## src/wcr_pkg.sv

```systemverilog
// ----------------------------------------------------------------------------
// wcr_pkg
// Shared types and constants for the wall column ray caster.
// ----------------------------------------------------------------------------
package wcr_pkg;

   // map size defaults
   localparam int MAP_W_DEF = 16;
   localparam int MAP_H_DEF = 16;

   // march step in Q16 map cells (about 0.05)
   localparam int STEP_Q16 = 3277;
   // distance of two cells in Q16, below which the slice fills the screen
   localparam int TWO_CELLS_Q16 = 131072;

   // register reset values
   localparam logic [11:0] SCREEN_H_RST = 12'd480;
   localparam logic [10:0] TEX_W_RST    = 11'd64;
   localparam logic [9:0]  MAX_STEPS_RST = 10'd320;

   // register indexes
   typedef enum logic [2:0] {
      CSR_PLAYER_X  = 3'd0,
      CSR_PLAYER_Y  = 3'd1,
      CSR_SCREEN_H  = 3'd2,
      CSR_TEX_W     = 3'd3,
      CSR_MAX_STEPS = 3'd4
   } csr_index_type;

   // input modes
   localparam logic MODE_WRITE = 1'b0;
   localparam logic MODE_CAST  = 1'b1;

   typedef enum logic [3:0] {
      S_CLEAR,
      S_IDLE,
      S_ADV,
      S_CHK,
      S_DIST,
      S_MUL,
      S_FRAC,
      S_DIV,
      S_OUT
   } state_type;

   typedef struct packed {
      logic clear;
      logic write_cell;
      logic start;
      logic adv;
      logic finish;
      logic calc_dist;
      logic mul;
      logic frac;
      logic div;
      logic load_out;
   } cmd_type;

   typedef struct packed {
      logic clear_done;
      logic zero_steps;
      logic hit;
      logic outside;
      logic last_step;
      logic div_done;
      logic out_free;
   } status_type;

endpackage

```

## src/wcr_ctrl.sv

```systemverilog
// ----------------------------------------------------------------------------
// wcr_ctrl
// Sequencer: map clear, march loop, slice math and result hand-off.
// ----------------------------------------------------------------------------
module wcr_ctrl (
   input  logic                clock,
   input  logic                reset,
   input  logic                req_valid,
   input  logic                req_mode,
   output logic                req_stall,
   input  wcr_pkg::status_type status,
   output wcr_pkg::cmd_type    cmd
);

   wcr_pkg::state_type state_ff, state_in;

   // state register
   always_ff @(posedge clock) begin
      if (reset) begin
         state_ff <= wcr_pkg::S_CLEAR;
      end else begin
         state_ff <= state_in;
      end
   end

   // next state and commands
   always_comb begin
      state_in  = state_ff;
      cmd       = '0;
      req_stall = 1'b1;
      unique case (state_ff)
         wcr_pkg::S_CLEAR: begin
            cmd.clear = 1'b1;
            if (status.clear_done) state_in = wcr_pkg::S_IDLE;
         end
         wcr_pkg::S_IDLE: begin
            req_stall = 1'b0;
            if (req_valid) begin
               if (req_mode == wcr_pkg::MODE_WRITE) begin
                  cmd.write_cell = 1'b1;
               end else begin
                  cmd.start = 1'b1;
                  state_in  = status.zero_steps ? wcr_pkg::S_DIST : wcr_pkg::S_ADV;
               end
            end
         end
         wcr_pkg::S_ADV: begin
            cmd.adv  = 1'b1;
            state_in = wcr_pkg::S_CHK;
         end
         wcr_pkg::S_CHK: begin
            if (status.hit || status.outside) begin
               cmd.finish = 1'b1;
               state_in   = wcr_pkg::S_DIST;
            end else if (status.last_step) begin
               state_in = wcr_pkg::S_DIST;
            end else begin
               state_in = wcr_pkg::S_ADV;
            end
         end
         wcr_pkg::S_DIST: begin
            cmd.calc_dist = 1'b1;
            state_in      = wcr_pkg::S_MUL;
         end
         wcr_pkg::S_MUL: begin
            cmd.mul  = 1'b1;
            state_in = wcr_pkg::S_FRAC;
         end
         wcr_pkg::S_FRAC: begin
            cmd.frac = 1'b1;
            state_in = wcr_pkg::S_DIV;
         end
         wcr_pkg::S_DIV: begin
            cmd.div = 1'b1;
            if (status.div_done) state_in = wcr_pkg::S_OUT;
         end
         wcr_pkg::S_OUT: begin
            if (status.out_free) begin
               cmd.load_out = 1'b1;
               state_in     = wcr_pkg::S_IDLE;
            end
         end
         default: state_in = wcr_pkg::S_IDLE;
      endcase
   end

endmodule

```

## src/wcr_datapath.sv

```systemverilog
// ----------------------------------------------------------------------------
// wcr_datapath
// Registers, wall map, march accumulators, divider and output stage.
// ----------------------------------------------------------------------------
module wcr_datapath #(
   parameter int MAP_W = wcr_pkg::MAP_W_DEF,
   parameter int MAP_H = wcr_pkg::MAP_H_DEF
) (
   input  logic                clock,
   input  logic                reset,
   input  wcr_pkg::cmd_type    cmd,
   output wcr_pkg::status_type status,
   input  logic                csr_valid,
   input  logic [2:0]          csr_index,
   input  logic [23:0]         csr_data,
   input  logic [3:0]          req_cell_x,
   input  logic [3:0]          req_cell_y,
   input  logic                req_cell_wall,
   input  logic [10:0]         req_column,
   input  logic signed [15:0]  req_dir_x,
   input  logic signed [15:0]  req_dir_y,
   output logic                rsp_valid,
   input  logic                rsp_stall,
   output logic [10:0]         rsp_out_column,
   output logic [10:0]         rsp_top_row,
   output logic [11:0]         rsp_bottom_row,
   output logic [9:0]          rsp_tex_column,
   output logic                rsp_left_map
);

   localparam int DEPTH = MAP_W * MAP_H;
   localparam int AW    = $clog2(DEPTH);

   // configuration
   logic [23:0] px_ff, py_ff;
   logic [11:0] h_ff;
   logic [10:0] w_ff;
   logic [9:0]  ms_ff;

   always_ff @(posedge clock) begin
      if (reset) begin
         px_ff <= '0;
         py_ff <= '0;
         h_ff  <= wcr_pkg::SCREEN_H_RST;
         w_ff  <= wcr_pkg::TEX_W_RST;
         ms_ff <= wcr_pkg::MAX_STEPS_RST;
      end else if (csr_valid) begin
         case (csr_index)
            wcr_pkg::CSR_PLAYER_X:  px_ff <= csr_data;
            wcr_pkg::CSR_PLAYER_Y:  py_ff <= csr_data;
            wcr_pkg::CSR_SCREEN_H:  h_ff  <= csr_data[11:0];
            wcr_pkg::CSR_TEX_W:     w_ff  <= csr_data[10:0];
            wcr_pkg::CSR_MAX_STEPS: ms_ff <= csr_data[9:0];
            default: ;
         endcase
      end
   end

   // map clear sweep after reset
   logic [AW-1:0] clr_ff;
   always_ff @(posedge clock) begin
      if (reset) begin
         clr_ff <= '0;
      end else if (cmd.clear) begin
         clr_ff <= clr_ff + 1'b1;
      end
   end
   assign status.clear_done = (clr_ff == AW'(DEPTH - 1));

   // ray state
   logic [10:0]        col_ff;
   logic signed [15:0] dx_ff, dy_ff;
   logic signed [28:0] incx_ff, incy_ff;
   logic signed [39:0] posx_ff, posy_ff;
   logic signed [9:0]  cx_ff, lastx_ff;
   logic [9:0]         k_ff, steps_ff;
   logic               left_ff, outside_ff, rd_ff;

   logic signed [12:0] step_s;
   logic signed [39:0] posx_in, posy_in;
   logic signed [9:0]  ncx, ncy;
   logic               in_map;
   logic [17:0]        ra_wide, wa_wide;
   logic [AW-1:0]      ra;
   logic               cell_in_map;

   assign step_s  = 13'(wcr_pkg::STEP_Q16);
   assign posx_in = posx_ff + 40'(incx_ff);
   assign posy_in = posy_ff + 40'(incy_ff);
   assign ncx     = posx_in[39:30];
   assign ncy     = posy_in[39:30];
   assign in_map  = !ncx[9] && !ncy[9] && (ncx[8:0] < 9'(MAP_W)) && (ncy[8:0] < 9'(MAP_H));
   assign ra_wide = 18'(ncy[8:0]) * 18'(MAP_W) + 18'(ncx[8:0]);
   assign ra      = ra_wide[AW-1:0];
   assign wa_wide = 18'(req_cell_y) * 18'(MAP_W) + 18'(req_cell_x);
   assign cell_in_map = (9'(req_cell_x) < 9'(MAP_W)) && (9'(req_cell_y) < 9'(MAP_H));

   // wall map memory
   logic          mem [DEPTH];
   logic          mem_we, mem_wd;
   logic [AW-1:0] mem_wa;

   always_comb begin
      mem_we = cmd.clear || (cmd.write_cell && cell_in_map);
      mem_wa = cmd.clear ? clr_ff : wa_wide[AW-1:0];
      mem_wd = cmd.clear ? 1'b0 : req_cell_wall;
   end

   always_ff @(posedge clock) begin
      if (mem_we) mem[mem_wa] <= mem_wd;
      rd_ff <= mem[ra];
   end

   // march
   always_ff @(posedge clock) begin
      if (cmd.start) begin
         col_ff   <= req_column;
         dx_ff    <= req_dir_x;
         dy_ff    <= req_dir_y;
         incx_ff  <= req_dir_x * step_s;
         incy_ff  <= req_dir_y * step_s;
         posx_ff  <= {2'b00, px_ff, 14'd0};
         posy_ff  <= {2'b00, py_ff, 14'd0};
         cx_ff    <= {2'b00, px_ff[23:16]};
         lastx_ff <= {2'b00, px_ff[23:16]};
         k_ff     <= '0;
         steps_ff <= ms_ff;
         left_ff  <= 1'b0;
      end else if (cmd.adv) begin
         posx_ff    <= posx_in;
         posy_ff    <= posy_in;
         lastx_ff   <= cx_ff;
         cx_ff      <= ncx;
         outside_ff <= !in_map;
         k_ff       <= k_ff + 1'b1;
      end else if (cmd.finish) begin
         if (outside_ff) begin
            left_ff <= 1'b1;
         end else begin
            steps_ff <= k_ff;
         end
      end
   end

   assign status.zero_steps = (ms_ff == 10'd0);
   assign status.hit        = rd_ff && !outside_ff;
   assign status.outside    = outside_ff;
   assign status.last_step  = (k_ff == ms_ff);

   // distance, hit point product and slice numerator
   logic [21:0]        d_ff;
   logic signed [38:0] prod_ff;
   logic [15:0]        pl_ff;
   logic [33:0]        num_ff;
   logic [29:0]        f_ff;
   logic signed [15:0] dsel;
   logic               ychg;

   assign ychg = (cx_ff != lastx_ff);
   assign dsel = ychg ? dy_ff : dx_ff;

   always_ff @(posedge clock) begin
      if (cmd.calc_dist) begin
         d_ff <= 22'(steps_ff * 12'(wcr_pkg::STEP_Q16));
      end
      if (cmd.mul) begin
         prod_ff <= dsel * $signed({1'b0, d_ff});
         pl_ff   <= ychg ? py_ff[15:0] : px_ff[15:0];
         if (d_ff > 22'(wcr_pkg::TWO_CELLS_Q16)) begin
            num_ff <= 34'(h_ff * (d_ff - 22'(wcr_pkg::TWO_CELLS_Q16)));
         end else begin
            num_ff <= '0;
         end
      end
      if (cmd.frac) begin
         f_ff <= {pl_ff, 14'd0} + prod_ff[29:0];
      end
   end

   // restoring divider, one quotient bit per cycle; zero distance gives zero
   logic [33:0] rem_ff, dsh_ff;
   logic [10:0] q_ff;
   logic [3:0]  dcnt_ff;
   logic [40:0] texp_ff;

   always_ff @(posedge clock) begin
      if (cmd.frac) begin
         rem_ff  <= num_ff;
         dsh_ff  <= 34'({d_ff, 1'b0}) << 10;
         q_ff    <= '0;
         dcnt_ff <= '0;
      end else if (cmd.div) begin
         if ((rem_ff >= dsh_ff) && (dsh_ff != '0)) begin
            rem_ff <= rem_ff - dsh_ff;
            q_ff   <= {q_ff[9:0], 1'b1};
         end else begin
            q_ff <= {q_ff[9:0], 1'b0};
         end
         dsh_ff  <= dsh_ff >> 1;
         dcnt_ff <= dcnt_ff + 1'b1;
         texp_ff <= 41'(f_ff) * 41'(w_ff);
      end
   end
   assign status.div_done = (dcnt_ff == 4'd10);

   // texture column clamp: floor(0.999 w) = w - ceil(w / 1000)
   logic [10:0] tex_raw, tex_lim, tex_min;
   logic [1:0]  ceil_k;
   logic [9:0]  tex_sat;

   always_comb begin
      tex_raw = texp_ff[40:30];
      if (w_ff == 11'd0)          ceil_k = 2'd0;
      else if (w_ff <= 11'd1000)  ceil_k = 2'd1;
      else if (w_ff <= 11'd2000)  ceil_k = 2'd2;
      else                        ceil_k = 2'd3;
      tex_lim = w_ff - 11'(ceil_k);
      tex_min = (tex_raw > tex_lim) ? tex_lim : tex_raw;
      tex_sat = (tex_min > 11'd1023) ? 10'd1023 : tex_min[9:0];
   end

   // output register
   logic rsp_valid_ff;
   assign status.out_free = !rsp_valid_ff || !rsp_stall;

   always_ff @(posedge clock) begin
      if (reset) begin
         rsp_valid_ff <= 1'b0;
      end else if (cmd.load_out) begin
         rsp_valid_ff <= 1'b1;
      end else if (!rsp_stall) begin
         rsp_valid_ff <= 1'b0;
      end
   end

   always_ff @(posedge clock) begin
      if (cmd.load_out) begin
         rsp_out_column <= col_ff;
         rsp_top_row    <= q_ff;
         rsp_bottom_row <= h_ff - 12'(q_ff);
         rsp_tex_column <= tex_sat;
         rsp_left_map   <= left_ff;
      end
   end

   assign rsp_valid = rsp_valid_ff;

endmodule

```

## src/wall_column_raycaster.sv

```systemverilog
// ----------------------------------------------------------------------------
// wall_column_raycaster
// Fixed step ray march over a wall grid, giving one wall slice per ray.
// ----------------------------------------------------------------------------
// After reset the wall map is cleared cell by cell, during which no item is
// taken (register writes are). A map write leaves the block idle. A ray runs
// up to max_steps march steps (step advance with the registered map read,
// then hit check), then the distance and hit point multiplies, the slice
// height divider and the output load, which waits for a free output register.
// One ray is worked at a time; the next item is taken while the last result
// still waits in the output register.
module wall_column_raycaster #(
   parameter int MAP_W = wcr_pkg::MAP_W_DEF,
   parameter int MAP_H = wcr_pkg::MAP_H_DEF
) (
   input  logic               clock,
   input  logic               reset,
   input  logic               csr_valid,
   output logic               csr_ready,
   input  logic [2:0]         csr_index,
   input  logic [23:0]        csr_data,
   input  logic               req_valid,
   output logic               req_stall,
   input  logic               req_mode,
   input  logic [3:0]         req_cell_x,
   input  logic [3:0]         req_cell_y,
   input  logic               req_cell_wall,
   input  logic [10:0]        req_column,
   input  logic signed [15:0] req_dir_x,
   input  logic signed [15:0] req_dir_y,
   output logic               rsp_valid,
   input  logic               rsp_stall,
   output logic [10:0]        rsp_out_column,
   output logic [10:0]        rsp_top_row,
   output logic [11:0]        rsp_bottom_row,
   output logic [9:0]         rsp_tex_column,
   output logic               rsp_left_map
);

   wcr_pkg::cmd_type    cmd;
   wcr_pkg::status_type status;

   assign csr_ready = 1'b1;

   // sequencer
   wcr_ctrl u_ctrl (
      .clock     (clock),
      .reset     (reset),
      .req_valid (req_valid),
      .req_mode  (req_mode),
      .req_stall (req_stall),
      .status    (status),
      .cmd       (cmd)
   );

   // datapath
   wcr_datapath #(
      .MAP_W (MAP_W),
      .MAP_H (MAP_H)
   ) u_datapath (
      .clock          (clock),
      .reset          (reset),
      .cmd            (cmd),
      .status         (status),
      .csr_valid      (csr_valid),
      .csr_index      (csr_index),
      .csr_data       (csr_data),
      .req_cell_x     (req_cell_x),
      .req_cell_y     (req_cell_y),
      .req_cell_wall  (req_cell_wall),
      .req_column     (req_column),
      .req_dir_x      (req_dir_x),
      .req_dir_y      (req_dir_y),
      .rsp_valid      (rsp_valid),
      .rsp_stall      (rsp_stall),
      .rsp_out_column (rsp_out_column),
      .rsp_top_row    (rsp_top_row),
      .rsp_bottom_row (rsp_bottom_row),
      .rsp_tex_column (rsp_tex_column),
      .rsp_left_map   (rsp_left_map)
   );

   // a ray transfer keeps the block busy in the next cycle
   a_ray_busy: assert property (@(posedge clock) disable iff (reset)
      (req_valid && !req_stall && req_mode == wcr_pkg::MODE_CAST) |=> req_stall)
      else $error("ray accepted but block not busy");

   // slice top never below its bottom
   a_slice_order: assert property (@(posedge clock) disable iff (reset)
      rsp_valid |-> (12'(rsp_top_row) <= rsp_bottom_row))
      else $error("slice top row past bottom row");

   // a result is only loaded when the output register is free
   a_load_free: assert property (@(posedge clock) disable iff (reset)
      cmd.load_out |-> (!rsp_valid || !rsp_stall))
      else $error("result loaded over a pending result");

endmodule
```

## config.mk

```make
export PLATFORM = sky130hd
export DESIGN_NAME = wall_column_raycaster
export DESIGN_NICKNAME = d
export VERILOG_FILES = /design/src/wcr_pkg.sv /design/src/wcr_ctrl.sv /design/src/wcr_datapath.sv /design/src/wall_column_raycaster.sv
export SDC_FILE = /design/constraint.sdc
export NUM_CORES = 2
export LEC_CHECK = 0
export ABC_CLOCK_PERIOD_IN_PS = 12160
export BUFFER_PORTS_ARGS = -buffer_cell sky130_fd_sc_hd__buf_2
export CAP_MARGIN = 20
export CORE_MARGIN = 2
export CORE_UTILIZATION = 67
export CTS_BUF_LIST = sky130_fd_sc_hd__clkbuf_8
export CTS_CLUSTER_SIZE = 12
export DETAILED_ROUTE_END_ITERATION = 10
export PLACE_DENSITY = 0.85
export SLEW_MARGIN = 20
export SYNTH_ARGS = -nofsm -noshare
export SYNTH_HDL_FRONTEND = slang
export SYNTH_SLANG_ARGS = --single-unit
```

## constraint.sdc

```tcl
create_clock -name clock -period 12.16 [get_ports clock]
set_clock_uncertainty 0.1 [all_clocks]
set_input_delay 0.608 -clock clock [delete_from_list [all_inputs] [get_ports clock]]
set_output_delay 0.608 -clock clock [all_outputs]
set_load 0.05 [all_outputs]
```

==> results.cfg <==
[logic_synthesis]
yosysMostFrequentCell = inv_1
syn-num-nets = 9139
ys_warn_count = 0
synthArstFlopShare_pct = 0
synth-main-ff-cell = edfxtp_1
synth_top_area_share_pct = 26.5
synth_area_per_cell_sq_um = 10.1
ys_ff_latch = 838
synth-seq-area-share_pct = 30.8
synth_edf_count = 672
syn-instance-count = 7554
yosysTopAreaCell = edfxtp_1
synth_common_cells = inv_1, nand2_1, fa_1, edfxtp_1, ha_1
post_synth_num_cell_types = 96
synth_area_leaders = edfxtp_1, fa_1, ha_1
syn_area_sq_mm = 0.0762

[min_path]
min_path_type = in -> reg
hp-start = csr_data[0]

[sta]
fin_setup_tns_ns = 0
fin_crit_ns = 8.26
fmax_mhz = 121
setup_slack_ns = 3.90
rsz0062_at_grt = false
slew_violations = 0
whs_ns = 0.0777
tightest_slew_ns = 1.18
relSlewSlack_pct = 21.4
finalSetupViolations = 0
period_share_pct = 67.9
hold_violations = 0

[grt]
grt_start_max_net_pins = 109
antenna_found_initial = 12
grt_usage_pct = 33.1
grt_pass1_vias = 58500
grt_first_pass_wirelength_um = 303000
grt-ovfl-total = 0

[die]
ios = 133
die_area_sq_mm = 0.116
rows = 123
initial_utilization_pct = 67.7
die_x_um = 341
chipHeight_um = 341
core_area_sq_mm = 0.113

[power]
peakVddDrop_mv = 0.120
p_per_area_mw_per_mm2 = 134
total_power_mw = 10.9
leakage_nw = 34.9

[placement]
port_buffers = 131
dp_worst_setup_slack_ns = 4.00
dp_hpwl_um = 138000
gp_congestion = 0.923

[worst_setup_path]
reg2reg_from = u_datapath.cx_ff[6]
crit_path_start_kind = flip-flop
crit_path_start = u_datapath.cx_ff[6]
crit_arrival_ns = 8.73
crit_required_ns = 12.63
cp_max_fo = 33
crit_path_end_kind = flip-flop
criticalPathCategory = reg -> reg

[clocking]
cts.path.max_buffers = 3
clkSlewWorstSetupHoldPaths_ns = 0.07
cts_resized = 0
cts_root_buf = clkbuf_8
numClockSinks = 838
cts_max_level = 4
clock_latency_ns = 0.88
cts_buffers = 141
cts_tree = done

[finish]
fin_nets = 9207
syn2layout_area_growth_pct = 7.03
nFillCells = 7741
layout-drive-gt1-share_pct = 7.24

[status]
status = finished clean

[detailed_routing]
ant_nets = 0
vias = 55700
drt-initial-drc-count = 5268
wl_per_cell_um = 20.5
firstDrtPassIters = 6
totalWireLength_um = 189000
drc_errors = 0
avgViaCountPerCell = 6.03

[run]
cap_violations = 0
==> layer usage <==
| layer | part of all wire [%] | up-vias | track usage (%) |
|---|---|---|---|
| li1 | - | 24700 | - |
| met1 | 37 | 27600 | 41.6 |
| met2 | 49 | 2878 | 55.1 |
| met3 | 9.4 | 650 | 6.66 |
| met4 | 5.2 | 2 | 16.5 |
| met5 | 0.0037 | - | 0 |
==> worst max-delay path: stages (launching register included) <==
cell       delay, ns
edfxtp_1        0.39
xor2_1          0.17
nor4_1          0.40
nand4_1         0.14
buf_4           0.28
mux2_2          0.65
nand2_1         0.15
fa_1            0.53
fa_1            0.59
fa_1            0.45
fa_1            0.54
inv_1           0.05
fa_1            0.50
fa_1            0.43
ha_1            0.35
and2_1          0.17
a31oi_1         0.22
o211ai_1        0.17
nand2_1         0.12
o21ai_0         0.24
o211ai_1        0.25
nand3_1         0.14
o21ai_0         0.33
o2111ai_1       0.17
a21oi_1         0.28
xnor2_1         0.12
==> final cells by class <==
type,instances,area [sq um],area share [%]
flip-flops and latches,838,23500,28.8
multi-input cells,5236,47200,57.9
clock buffers,150,2060,2.53
well taps,1500,1880,2.30
inverters,1143,4300,5.27
diodes,10,25.0,0.0307
clock inverters,104,801,0.982
repair buffers,262,1810,2.22
==> logic make-up (layout without fill, tap and decap cells) <==
logic type | count (synthesis) | count (layout) | synth area share (%)
AOI/OAI and AO/OA | 879 | 879 | 7.18
xor gates and xnor gates | 319 | 319 | 3.71
adders and majority gates | 1500 | 1500 | 33.5
buffers and inverters | 1480 | 1659 | 7.38
DFF | 838 | 838 | 30.8
muxes | 154 | 154 | 3.11
other | 1 | 11 | 0.00492
and+or+nand+nor | 2383 | 2383 | 14.2
==> stage by stage <==
step	cell area, sq um	std cells	util [%]
final	81600	9243	72.4
after global routing	81600	9241	72.4
after CTS	81500	9232	72.4
after detailed placement	78000	8914	69.3
after global placement	78000	8914	69.3
after floorplan	76200	7554	-
==> power by group <==
part | internal (mW) | total (mW) | switching [mW] | leakage [nW]
logic | 2.02 | 4.78 | 2.76 | 25.8
clock network | 1.29 | 2.58 | 1.28 | 1.62
registers | 3.44 | 3.54 | 0.100 | 7.53
==> final timing paths <==
check / depth (start not counted) / endpoint / slack [ns]
max: 25 / u_datapath.prod_ff[28] / 3.90
min reg2reg: 0 / u_datapath.f_ff[11] / 0.31
max reg2reg: 25 / u_datapath.prod_ff[28] / 3.90
min: 3 / u_datapath.px_ff[0] / 0.08
==> repair_timing <==
action                                 in CTS  in global routing
buffers inserted                            0                  0
endpoints found under the hold margin      96                  0
hold buffers                               64                  0
==> sequential cells by signal, summed over array words and instances (netlist names), 14 cells and up <==
signal and count:
u_datapath.d_ff 22, u_datapath.f_ff 30, u_datapath.px_ff 24, u_datapath.incx_ff 29, u_datapath.incy_ff 29, u_datapath.rem_ff 34, u_datapath.dsh_ff 33, u_datapath.py_ff 24
u_datapath.prod_ff 30, u_datapath.posx_ff 38, u_datapath.dx_ff 14, u_datapath.posy_ff 40, u_datapath.num_ff 34, u_datapath.mem 256, u_datapath.pl_ff 16, u_datapath.dy_ff 14
==> layout by cell type (no fill, tap or decap), drive strengths merged, types with 33 or more instances in the layout <==
cell type	instances
inv	1199
nand2	1080
fa	904
edfxtp	672
ha	596
nor2	502
and2	326
a21oi	274
o21ai	245
buf	198
xnor2	190
dfxtp	166
clkbuf	150
xor2	128
nand3	98
a21o	84
nor3	72
dlygate4sd3	64
mux4	63
nor2b	61
mux2i	58
nand2b	54
and3	40
clkinv	39
o21bai	37
a31oi	33
mux2	33
(Power assumes the default switching activity.)
